## src/hdl/cfp_pkg.sv

```systemverilog
// ----------------------------------------------------------------------------
// cfp_pkg
// Shared types and constants of the command frame parser.
// ----------------------------------------------------------------------------
package cfp_pkg;

    localparam int unsigned BYTE_W     = 8;
    localparam int unsigned KIND_W     = 2;
    localparam int unsigned CFG_IDX_W  = 3;
    localparam int unsigned OUT_DATA_W = 48;

    // Configuration register indexes
    typedef enum logic [CFG_IDX_W-1:0] {
        REG_FRAME_BYTE    = 3'd0,
        REG_CODE_REQ_CMDS = 3'd1,
        REG_CODE_REQ_PER  = 3'd2,
        REG_CODE_SEND     = 3'd3,
        REG_CODE_REQ_RC   = 3'd4
    } cfg_reg_t;

    // Reset values of the configuration registers
    localparam logic [BYTE_W-1:0] RST_FRAME_BYTE    = 8'd126;
    localparam logic [BYTE_W-1:0] RST_CODE_REQ_CMDS = 8'd1;
    localparam logic [BYTE_W-1:0] RST_CODE_REQ_PER  = 8'd2;
    localparam logic [BYTE_W-1:0] RST_CODE_SEND     = 8'd3;
    localparam logic [BYTE_W-1:0] RST_CODE_REQ_RC   = 8'd4;

    // Frame type value held while no type has been taken
    localparam logic [BYTE_W-1:0] NO_FRAME_TYPE     = 8'd255;

    // Parser phases
    typedef enum logic [3:0] {
        PH_SYNC     = 4'd0,
        PH_TYPE     = 4'd1,
        PH_HDR_END  = 4'd2,
        PH_MODE     = 4'd3,
        PH_THROTTLE = 4'd4,
        PH_ROLL     = 4'd5,
        PH_PITCH    = 4'd6,
        PH_YAW      = 4'd7,
        PH_CLOSE    = 4'd8
    } phase_t;

    // Event kinds
    typedef enum logic [KIND_W-1:0] {
        EV_NEW_CMDS = 2'd0,
        EV_REQ_CMDS = 2'd1,
        EV_REQ_PER  = 2'd2,
        EV_REQ_RC   = 2'd3
    } ev_kind_t;

    // Configuration register set
    typedef struct packed {
        logic [BYTE_W-1:0] frame_byte;
        logic [BYTE_W-1:0] code_req_cmds;
        logic [BYTE_W-1:0] code_req_per;
        logic [BYTE_W-1:0] code_send;
        logic [BYTE_W-1:0] code_req_rc;
    } cfp_cfg_t;

    // One result item, packed yaw..kind so kind sits in the lowest bits
    typedef struct packed {
        logic signed [BYTE_W-1:0] yaw_cmd;
        logic signed [BYTE_W-1:0] pitch_cmd;
        logic signed [BYTE_W-1:0] roll_cmd;
        logic signed [BYTE_W-1:0] throttle_cmd;
        logic        [BYTE_W-1:0] flight_mode;
        ev_kind_t                 event_kind;
    } cfp_result_t;

    localparam int unsigned RESULT_W = $bits(cfp_result_t);

endpackage

```

## src/hdl/cfp_cfg_regs.sv

```systemverilog
// ----------------------------------------------------------------------------
// cfp_cfg_regs
// Configuration register file: frame byte and the four type codes.
// ----------------------------------------------------------------------------
module cfp_cfg_regs (
    input  logic                            clk,
    input  logic                            rst_n,
    input  logic                            cfg_we,
    input  logic [cfp_pkg::CFG_IDX_W-1:0]   cfg_index,
    input  logic [cfp_pkg::BYTE_W-1:0]      cfg_data,
    output cfp_pkg::cfp_cfg_t               cfg
);
    import cfp_pkg::*;

    cfp_cfg_t cfg_reg;
    cfp_cfg_t cfg_next;

    // Decode the register index; unknown indexes are dropped
    always_comb
    begin
        cfg_next = cfg_reg;
        if (cfg_we)
        begin
            unique case (cfg_index)
                REG_FRAME_BYTE:    cfg_next.frame_byte    = cfg_data;
                REG_CODE_REQ_CMDS: cfg_next.code_req_cmds = cfg_data;
                REG_CODE_REQ_PER:  cfg_next.code_req_per  = cfg_data;
                REG_CODE_SEND:     cfg_next.code_send     = cfg_data;
                REG_CODE_REQ_RC:   cfg_next.code_req_rc   = cfg_data;
                default:           cfg_next = cfg_reg;
            endcase
        end
    end

    always_ff @(posedge clk or negedge rst_n)
    begin
        if (!rst_n)
        begin
            cfg_reg.frame_byte    <= RST_FRAME_BYTE;
            cfg_reg.code_req_cmds <= RST_CODE_REQ_CMDS;
            cfg_reg.code_req_per  <= RST_CODE_REQ_PER;
            cfg_reg.code_send     <= RST_CODE_SEND;
            cfg_reg.code_req_rc   <= RST_CODE_REQ_RC;
        end
        else
        begin
            cfg_reg <= cfg_next;
        end
    end

    assign cfg = cfg_reg;

endmodule

```

## src/hdl/cfp_parser.sv

```systemverilog
// ----------------------------------------------------------------------------
// cfp_parser
// Input byte register and the frame state machine that turns bytes into events.
// ----------------------------------------------------------------------------
module cfp_parser (
    input  logic                        clk,
    input  logic                        rst_n,
    input  logic                        in_take,
    input  logic [cfp_pkg::BYTE_W-1:0]  in_byte,
    input  cfp_pkg::cfp_cfg_t           cfg,
    output logic                        pending,
    output logic                        res_valid,
    output cfp_pkg::cfp_result_t        res
);
    import cfp_pkg::*;

    logic              byte_valid_reg;
    logic [BYTE_W-1:0] byte_reg;

    phase_t            phase_reg;
    phase_t            phase_next;
    logic [BYTE_W-1:0] frame_type_reg;
    logic [BYTE_W-1:0] frame_type_next;
    logic [BYTE_W-1:0] mode_reg;
    logic [BYTE_W-1:0] mode_next;
    logic [BYTE_W-1:0] throttle_reg;
    logic [BYTE_W-1:0] throttle_next;
    logic [BYTE_W-1:0] roll_reg;
    logic [BYTE_W-1:0] roll_next;
    logic [BYTE_W-1:0] pitch_reg;
    logic [BYTE_W-1:0] pitch_next;
    logic [BYTE_W-1:0] yaw_reg;
    logic [BYTE_W-1:0] yaw_next;

    logic is_frame;
    logic is_type;

    // Input register: one byte per transfer
    always_ff @(posedge clk or negedge rst_n)
    begin
        if (!rst_n)
        begin
            byte_valid_reg <= 1'b0;
        end
        else
        begin
            byte_valid_reg <= in_take;
        end
    end

    always_ff @(posedge clk)
    begin
        if (in_take)
        begin
            byte_reg <= in_byte;
        end
    end

    assign pending = byte_valid_reg;

    assign is_frame = (byte_reg == cfg.frame_byte);
    assign is_type  = (byte_reg == cfg.code_req_cmds) || (byte_reg == cfg.code_req_per) ||
                      (byte_reg == cfg.code_send)     || (byte_reg == cfg.code_req_rc);

    // Next phase and held values
    always_comb
    begin
        phase_next      = phase_reg;
        frame_type_next = frame_type_reg;
        mode_next       = mode_reg;
        throttle_next   = throttle_reg;
        roll_next       = roll_reg;
        pitch_next      = pitch_reg;
        yaw_next        = yaw_reg;
        if (byte_valid_reg)
        begin
            unique case (phase_reg)
                PH_TYPE:
                begin
                    if (is_type)
                    begin
                        frame_type_next = byte_reg;
                        phase_next      = PH_HDR_END;
                    end
                    else
                    begin
                        phase_next = PH_SYNC;
                    end
                end
                PH_HDR_END:
                begin
                    // Send-commands header goes on to the payload; first match wins
                    if (is_frame && frame_type_reg != cfg.code_req_cmds &&
                        frame_type_reg != cfg.code_req_per &&
                        frame_type_reg == cfg.code_send)
                    begin
                        phase_next = PH_MODE;
                    end
                    else
                    begin
                        phase_next = PH_SYNC;
                    end
                end
                PH_MODE:
                begin
                    mode_next  = byte_reg;
                    phase_next = PH_THROTTLE;
                end
                PH_THROTTLE:
                begin
                    throttle_next = byte_reg;
                    phase_next    = PH_ROLL;
                end
                PH_ROLL:
                begin
                    roll_next  = byte_reg;
                    phase_next = PH_PITCH;
                end
                PH_PITCH:
                begin
                    pitch_next = byte_reg;
                    phase_next = PH_YAW;
                end
                PH_YAW:
                begin
                    yaw_next   = byte_reg;
                    phase_next = PH_CLOSE;
                end
                PH_CLOSE:
                begin
                    phase_next = PH_SYNC;
                end
                default:
                begin
                    // Sync, and any unused code behaves as sync
                    frame_type_next = NO_FRAME_TYPE;
                    phase_next      = is_frame ? PH_TYPE : PH_SYNC;
                end
            endcase
        end
    end

    // Event output
    always_comb
    begin
        res_valid        = 1'b0;
        res.event_kind   = EV_NEW_CMDS;
        res.flight_mode  = '0;
        res.throttle_cmd = '0;
        res.roll_cmd     = '0;
        res.pitch_cmd    = '0;
        res.yaw_cmd      = '0;
        if (byte_valid_reg)
        begin
            unique case (phase_reg)
                PH_HDR_END:
                begin
                    if (is_frame)
                    begin
                        if (frame_type_reg == cfg.code_req_cmds)
                        begin
                            res_valid      = 1'b1;
                            res.event_kind = EV_REQ_CMDS;
                        end
                        else if (frame_type_reg == cfg.code_req_per)
                        begin
                            res_valid      = 1'b1;
                            res.event_kind = EV_REQ_PER;
                        end
                        else if (frame_type_reg == cfg.code_send)
                        begin
                            res_valid = 1'b0;
                        end
                        else if (frame_type_reg == cfg.code_req_rc)
                        begin
                            res_valid      = 1'b1;
                            res.event_kind = EV_REQ_RC;
                        end
                    end
                end
                PH_CLOSE:
                begin
                    if (is_frame)
                    begin
                        res_valid        = 1'b1;
                        res.event_kind   = EV_NEW_CMDS;
                        res.flight_mode  = mode_reg;
                        res.throttle_cmd = throttle_reg;
                        res.roll_cmd     = roll_reg;
                        res.pitch_cmd    = pitch_reg;
                        res.yaw_cmd      = yaw_reg;
                    end
                end
                default:
                begin
                    res_valid = 1'b0;
                end
            endcase
        end
    end

    always_ff @(posedge clk or negedge rst_n)
    begin
        if (!rst_n)
        begin
            phase_reg      <= PH_SYNC;
            frame_type_reg <= NO_FRAME_TYPE;
            mode_reg       <= '0;
            throttle_reg   <= '0;
            roll_reg       <= '0;
            pitch_reg      <= '0;
            yaw_reg        <= '0;
        end
        else
        begin
            phase_reg      <= phase_next;
            frame_type_reg <= frame_type_next;
            mode_reg       <= mode_next;
            throttle_reg   <= throttle_next;
            roll_reg       <= roll_next;
            pitch_reg      <= pitch_next;
            yaw_reg        <= yaw_next;
        end
    end

endmodule

```

## src/hdl/cfp_out_buffer.sv

```systemverilog
// ----------------------------------------------------------------------------
// cfp_out_buffer
// Result register plus skid entry; grants input transfers against free room.
// ----------------------------------------------------------------------------
module cfp_out_buffer (
    input  logic                                clk,
    input  logic                                rst_n,
    input  logic                                push,
    input  cfp_pkg::cfp_result_t                push_data,
    input  logic                                pending,
    output logic                                in_ready,
    output logic                                m_tvalid,
    input  logic                                m_tready,
    output logic [cfp_pkg::OUT_DATA_W-1:0]      m_tdata
);
    import cfp_pkg::*;

    logic        out_valid_reg;
    cfp_result_t out_reg;
    logic        skid_valid_reg;
    cfp_result_t skid_reg;
    logic        pop;
    logic [1:0]  held_cnt;

    assign pop = out_valid_reg && m_tready;

    // Room for the byte in the input register and one more after this cycle
    assign held_cnt = {1'b0, out_valid_reg} + {1'b0, skid_valid_reg} + {1'b0, pending}
                      - {1'b0, pop};
    assign in_ready = (held_cnt < 2'd2);

    // Control: output entry refills from skid first, then from the parser
    always_ff @(posedge clk or negedge rst_n)
    begin
        if (!rst_n)
        begin
            out_valid_reg  <= 1'b0;
            skid_valid_reg <= 1'b0;
        end
        else if (!out_valid_reg || pop)
        begin
            if (skid_valid_reg)
            begin
                out_valid_reg  <= 1'b1;
                skid_valid_reg <= push;
            end
            else
            begin
                out_valid_reg <= push;
            end
        end
        else if (push)
        begin
            skid_valid_reg <= 1'b1;
        end
    end

    // Payload
    always_ff @(posedge clk)
    begin
        if (!out_valid_reg || pop)
        begin
            if (skid_valid_reg)
            begin
                out_reg <= skid_reg;
                if (push)
                begin
                    skid_reg <= push_data;
                end
            end
            else if (push)
            begin
                out_reg <= push_data;
            end
        end
        else if (push)
        begin
            skid_reg <= push_data;
        end
    end

    assign m_tvalid = out_valid_reg;
    assign m_tdata  = {{(OUT_DATA_W - RESULT_W){1'b0}}, out_reg};

endmodule

```

## src/hdl/command_frame_parser.sv

```systemverilog
// ----------------------------------------------------------------------------
// command_frame_parser
// Recognizes command and request frames in a received serial byte stream.
// ----------------------------------------------------------------------------
// Usage:
//   Slave stream (s_*) carries one received byte per transfer. Frames are
//   frame byte, type byte, frame byte; a send-commands header is followed by
//   mode, throttle, roll, pitch and yaw bytes and a closing frame byte.
//   Master stream (m_*) carries one event per recognized frame: request
//   commands, request periodic, request rc, or new commands with the five
//   payload values. Bytes that complete no frame give no transfer.
//   The cfg_* port writes the frame byte and the four type codes; write it
//   only while no bytes are in flight.
// Timing:
//   One byte per cycle sustained while m_tready takes the events. The byte
//   that closes a frame is held in the input byte register; its event is
//   then registered in the result register, after the skid entry if the output stalls, and leaves on m_tdata.
// Reset:
//   rst_n clears the parser to sync, empties the output, and loads the
//   default codes (frame 126, types 1, 2, 3, 4).
// Stall:
//   A skid entry behind the result register absorbs the byte in flight;
//   s_tready is low while held events plus the input byte, less one leaving, reach two.
// ----------------------------------------------------------------------------
module command_frame_parser (
    input  logic                                clk,
    input  logic                                rst_n,
    // tdata: rx_byte[7:0]
    input  logic                                s_tvalid,
    output logic                                s_tready,
    input  logic [cfp_pkg::BYTE_W-1:0]          s_tdata,
    // tdata: event_kind[1:0], flight_mode[9:2], throttle_cmd[17:10],
    //        roll_cmd[25:18], pitch_cmd[33:26], yaw_cmd[41:34], zero[47:42]
    output logic                                m_tvalid,
    input  logic                                m_tready,
    output logic [cfp_pkg::OUT_DATA_W-1:0]      m_tdata,
    input  logic                                cfg_we,
    input  logic [cfp_pkg::CFG_IDX_W-1:0]       cfg_index,
    input  logic [cfp_pkg::BYTE_W-1:0]          cfg_data
);
    import cfp_pkg::*;

    cfp_cfg_t    cfg;
    cfp_result_t res;
    logic        res_valid;
    logic        pending;
    logic        in_take;

    assign in_take = s_tvalid && s_tready;

    cfp_cfg_regs u_cfg_regs (
        .clk       (clk),
        .rst_n     (rst_n),
        .cfg_we    (cfg_we),
        .cfg_index (cfg_index),
        .cfg_data  (cfg_data),
        .cfg       (cfg)
    );

    cfp_parser u_parser (
        .clk       (clk),
        .rst_n     (rst_n),
        .in_take   (in_take),
        .in_byte   (s_tdata),
        .cfg       (cfg),
        .pending   (pending),
        .res_valid (res_valid),
        .res       (res)
    );

    cfp_out_buffer u_out_buffer (
        .clk       (clk),
        .rst_n     (rst_n),
        .push      (res_valid),
        .push_data (res),
        .pending   (pending),
        .in_ready  (s_tready),
        .m_tvalid  (m_tvalid),
        .m_tready  (m_tready),
        .m_tdata   (m_tdata)
    );

endmodule
```

## config.mk

```make
export PLATFORM = sky130hd
export DESIGN_NAME = command_frame_parser
export DESIGN_NICKNAME = d
export VERILOG_FILES = /design/src/hdl/cfp_pkg.sv /design/src/hdl/cfp_cfg_regs.sv /design/src/hdl/cfp_parser.sv /design/src/hdl/cfp_out_buffer.sv /design/src/hdl/command_frame_parser.sv
export SDC_FILE = /design/constraint.sdc
export NUM_CORES = 1
export LEC_CHECK = 0
export BUFFER_PORTS_ARGS = -buffer_cell sky130_fd_sc_hd__buf_2
export CORE_MARGIN = 2
export CORE_UTILIZATION = 64
export CTS_CLUSTER_DIAMETER = 40
export CTS_CLUSTER_SIZE = 12
export DETAILED_ROUTE_END_ITERATION = 6
export PLACE_DENSITY = 0.85
export SYNTH_ARGS = -nofsm -noshare
export SYNTH_HDL_FRONTEND = slang
export SYNTH_HIERARCHICAL = 1
export SYNTH_SLANG_ARGS = --single-unit
```

## constraint.sdc

```tcl
create_clock -name clk -period 11.2 [get_ports clk]
set_input_delay 0.56 -clock clk [delete_from_list [all_inputs] [get_ports clk]]
set_output_delay 0.56 -clock clk [all_outputs]
set_load 0.01 [all_outputs]
```

# ---- Word-level counts from Yosys, hierarchy flattened
# Cells that the tools add are included.
dict set report totals {
  ff_bits 187
  input_bits 24
  out_inout_bits 50
  word_cells 116
}
dict set report op_classes {
  add_sub_neg 3
  order_cmp 1
  eq_ne 25
  n_mux 32
  bitwise_logic 1
  reduce_logical 26
}
# op n
set ops {}
lappend ops {{two-way mux 42 bit} 7}
lappend ops {{== test 8 bit} 9}
lappend ops {{two-way mux 40 bit} 1}
lappend ops {{case mux 4 bit (8 select lines)} 1}
lappend ops {{AND reduction 2 bit} 11}
lappend ops {{== test 4 x 3 -> 1 bit (second input constant)} 4}
lappend ops {{inequality test 8 bit} 2}
lappend ops {{case mux 8 bit (2 select lines)} 1}
lappend ops {{two-way mux 2 bit} 7}
lappend ops {{two-way mux 1 bit} 12}
lappend ops {{== test 4 x 2 -> 1 bit (second input constant)} 2}
lappend ops {{two-way mux 8 bit} 1}
lappend ops {{OR reduction 7 bit} 1}
lappend ops {{== test 3 x 2 -> 1 bit (second input constant)} 2}
lappend ops {{logical AND 1 bit} 5}
lappend ops {{== test 4 x 1 -> 1 bit (second input constant)} 1}
lappend ops {{== test 4 bit (second input constant)} 1}
lappend ops {{logical OR 1 bit} 4}
lappend ops {{inequality test 2 x 1 -> 1 bit (second input constant)} 2}
lappend ops {{case mux 2 bit (2 select lines)} 1}
lappend ops {{nonzero test 2 bit} 2}
lappend ops {{== test 3 x 1 -> 1 bit (second input constant)} 1}
lappend ops {{== test 3 bit (second input constant)} 1}
lappend ops {{zero test 3 bit} 1}
lappend ops {{other kinds (8)} 8}

# ---- Logic depth before layout (Yosys ltp)
dict set report depth {
  word_depth 11
  ltp_mapped 9
  mapped_depth_nobuf 8
}

# ---- By module
# The synthesis kept the hierarchy.
# module n_inst cells_per_inst area_per_inst_um2 seq_area_each_um2
set by_module_without_submodules {}
lappend by_module_without_submodules {cfp_parser 1 323 3648.5 1576.5}
lappend by_module_without_submodules {cfp_out_buffer 1 153 3384.5 2572.5}
lappend by_module_without_submodules {cfp_cfg_regs 1 88 1542.7 1014.7}
lappend by_module_without_submodules {command_frame_parser 1 1 6.3 0.0}

# ---- Worst setup path after synthesis
# Ideal clock, no wire load.
dict set report synth_timing {
  path_type {register to register}
  start {register u_parser.byte_reg[6]}
  end {register u_out_buffer.out_reg, in the netlist u_out_buffer/m_tdata[0], enable pin}
  setup_time_ps 441
  arrival_ps 3445
  required_ps 10759
  path_slack_ps 7314
  stages_incl_launch_ff 9
  n_path_buf 2
  period_less_slack_ps 3886
  cell_sequence {edfxtp_1 -> buf_4 -> xnor2_1 -> nand4_1 -> nor4_2 -> clkbuf_2 -> a41o_1 -> nor2_1 -> nor2_1}
}
dict set report synth_via {
  elab_chain_cells 6
  word_cells_on_any_way 7
}
# item line
set synth_lines {}
lappend synth_lines {{start: declaration} cfp_parser.sv:18} ;# logic [BYTE_W-1:0] byte_reg;
lappend synth_lines {{start signal: assignment} cfp_parser.sv:55} ;# byte_reg <= in_byte;
lappend synth_lines {{== test 8 bit (*)} cfp_parser.sv:61} ;# assign is_frame = (byte_reg == cfg.frame_byte);
lappend synth_lines {{two-way mux 1 bit, on equally long branches} {cfp_parser.sv:183, cfp_parser.sv:158}}
lappend synth_lines {{case mux 1 bit (2 select lines) (*)} cfp_parser.sv:155} ;# unique case (phase_reg)
lappend synth_lines {{two-way mux 1 bit (*)} cfp_parser.sv:153} ;# if (byte_valid_reg)
lappend synth_lines {{named net res_valid} command_frame_parser.sv:45} ;# logic res_valid;
lappend synth_lines {{nonzero test 2 bit (no line) (*)} n/a}
lappend synth_lines {{AND reduction 2 bit (no line) (*)} n/a}
lappend synth_lines {{end signal: assignment} cfp_out_buffer.sv:65} ;# out_reg <= skid_reg;
lappend synth_lines {{end signal: assignment} cfp_out_buffer.sv:73} ;# out_reg <= push_data;
lappend synth_lines {{end: declaration} cfp_out_buffer.sv:19} ;# cfp_result_t out_reg;
# Mark *: on every way through the listed nets, which the timed path passes. The rest lies on a longest branch.
# A chain may end at the register's enable or synchronous reset.

# ---- Final worst setup path
dict set report layout_timing {
  start {register u_parser.byte_reg[2]}
  end {register u_out_buffer.out_reg, in the netlist u_out_buffer/m_tdata[2], enable pin}
}
# The elaborated chain is that of the path after synthesis.

==> metrics <==
status=finished, final reports clean; met1 Usage GRT=0.304; Max Fclk=0.298 GHz; average size of a mapped cell=15.2 µm²; final net count=648; largest net degree at the start of global routing=58; Wirelength per Cell=20.3 µm; number of routed nets with antenna violations=0; Placement Cell Area=8940 µm²; drt pass-1 iters=5; Seq/Total Area, Yosys=0.602; Slew Viols, Final=0; Hold Path Class=input port to asynchronous set/reset pin; final worst slack=7.85 ns; via density per instance=5.76; initial antenna violation count=0; Row Count=42; final worst path period share=0.299; via count=4668; CTS Root Cell=clkbuf_16; starting density of the core=0.651; CP max stage cell=nor2_4; GRT overflow=0; cell area power density=194 nW/µm²; Non-Filler Cell Area, Final=9550 µm²; Die W=120 µm; worst reg2reg path depth=7; P_leak=3.76 nW; worst slew pin tran=1.11 ns; routability cong.=0.978; Post-synth EDFFs=92; family with the most delay on the worst path=simple AND/OR/NAND/NOR gates; die area=14400 µm²; CP required=11.25 ns; sum of negative setup slack=0 ns; share of cells above drive strength 1=0.411; GR Util met2=0.420; H-tree lvl count=4; commonest non-fill, non-tap cells in the layout=edfxtp_1, mux2_2, dfrtp_1; Hold Slack=0.0762 ns; DIE HEIGHT=120 µm; first-pass GRT wire length=26.3 mm; critical path depth in cells=7; Bufs and invs on worst path=1; RSZ-0062 raised after global routing=false; hold_buf cts=0; clock latency on the worst-skew pair=0.44 ns; Tot GR Track Use=0.250; clock sinks=187; post-CTS resize count=0; normalized max-slew margin=0.261; Layout area overhead=11.3%; commonest non-fill, non-tap cell in the layout=edfxtp_1; worst setup path startpoint=u_parser/byte_reg[2]$_DFFE_PP_; port buffer count=67; flops & latches, synth=187; max incr delay on CP=0.88 ns; clk_skew=0.0132 ns; drt total wl=16.5 mm; Final HPWL DP=12.1 mm; Yosys cell types=50; # diodes=0; Peak VDD IR=0.113 mV; Final setup viols=0; Iteration-0 DRC Markers=355; Clock Path Buffers=2; element type at the critical path start=flop; reg2reg setup slack=7.85 ns; Clock Pin Slew Worst Setup and Hold Paths=0.07 ns; pre-CTS setup slack=7.87 ns; vias in the first global route=4869; MaxCap Viol Count=0; worst-path maximum fanout=42; Core Area=13200 µm²; TritonCTS clock tree=done; busiest grt layer=met2; cells after synthesis=565; met3 GRT Util=0.0537; synthesized area=8580 µm²; critical path class=flop to flop; reg-to-reg endpoint=u_out_buffer/m_tdata[2]$_DFFE_PP_; critical path capture point type=flop; RR Startpoint=u_parser/byte_reg[2]$_DFFE_PP_; crit-path cells=xnor2_1 -> nand4_1 -> nor4_4 -> buf_4 -> a41o_1 -> nor2_1 -> nor2_4; CTS Buf Count=17; CP endpoint=u_out_buffer/m_tdata[2]$_DFFE_PP_; Tmin final=3.35 ns; Boundary Pins=74; Warnings, synthesis=6; endpoints failing hold=0; setup bufs post-CTS=0; Async S/R FF share, synth=0.508; DR DRC count=0; Synth Flop Type=edfxtp_1; critical path arrival=3.40 ns
-- cell type report --
cell class	instances	area [µm²]
Sequential cell	187	5160
Fill cell	846	3640
Multi-Input combinational cell	338	3150
Clock buffer	17	425
Timing Repair Buffer	74	390
Tap cell	176	220
Clock inverter	15	185
Inverter	4	17.5
-- cell families after synthesis --
group / count (synthesis) / share of synthesized area
other: 1 / 0.000437
multiplexers: 122 / 0.180
flip-flops: 187 / 0.602
AO/OA/AOI/OAI: 27 / 0.0235
adder cells (fa/ha/maj): 3 / 0.00423
XOR/XNOR: 74 / 0.0755
AND/OR/NAND/NOR: 106 / 0.0792
buffers and inverters: 45 / 0.0353
-- synth_stat cells (all sizes together) (2+ instances only) --
cell type	count	area (µm²)
o2bb2ai	2	17.5
nand2	8	30.0
nand3	2	10.0
ha	2	25.0
clkbuf	4	20.0
nor2	11	46.3
nor3	5	30.0
xnor2	48	420
nand4b	2	17.5
inv	4	17.5
o22a	8	70.1
xor2	26	228
and2	42	263
edfxtp	92	2760
nor4	8	62.6
dfrtp	76	1900
a21oi	6	30.0
dfstp	19	499
nor3b	2	15.0
nand4	12	75.1
nand2b	3	26.3
nor4bb	3	30.0
o21a	2	15.0
nor2b	2	12.5
buf	37	265
or3	5	37.5
mux2	122	1550
o21ai	2	10.0
-- metrics by stage --
| stage | std cells | power (mW) | util |
|---|---|---|---|
| 2_1_floorplan | 570 | 1.16 | - |
| 3_3_place_gp | 779 | 1.23 | 0.678 |
| 3_5_place_dp | 779 | 1.25 | 0.678 |
| 4_1_cts | 811 | 1.86 | 0.724 |
| 5_1_grt | 811 | 1.93 | 0.724 |
| 6_report | 811 | 1.86 | 0.724 |
-- power by group --
| group | switching, mW | internal, mW | leakage [nW] |
|---|---|---|---|
| logic | 0.118 | 0.171 | 1.49 |
| registers | 0.108 | 0.838 | 1.97 |
| clock network | 0.266 | 0.356 | 0.298 |
-- routing by layer --
layer | vias to the layer above | routed length (µm)
met5 | - | 0
met4 | 0 | 659
met3 | 43 | 632
met2 | 141 | 8460
met1 | 2354 | 6720
li1 | 2130 | -
-- worst min-delay path by stage --
stage | from | end
floorplan | rst_n | u_cfg_regs/cfg[0]$_DFFE_PN0P_
global placement | u_parser/mode_reg[1]$_DFFE_PN0P_ | u_parser/mode_reg[1]$_DFFE_PN0P_
detailed placement | u_parser/roll_reg[2]$_DFFE_PN0P_ | u_parser/roll_reg[2]$_DFFE_PN0P_
CTS | rst_n | u_cfg_regs/cfg[7]$_DFFE_PN0P_
global route | rst_n | u_cfg_regs/cfg[15]$_DFFE_PN0P_
finish | rst_n | u_cfg_regs/cfg[7]$_DFFE_PN0P_
Power figures use the tool's default switching activity.
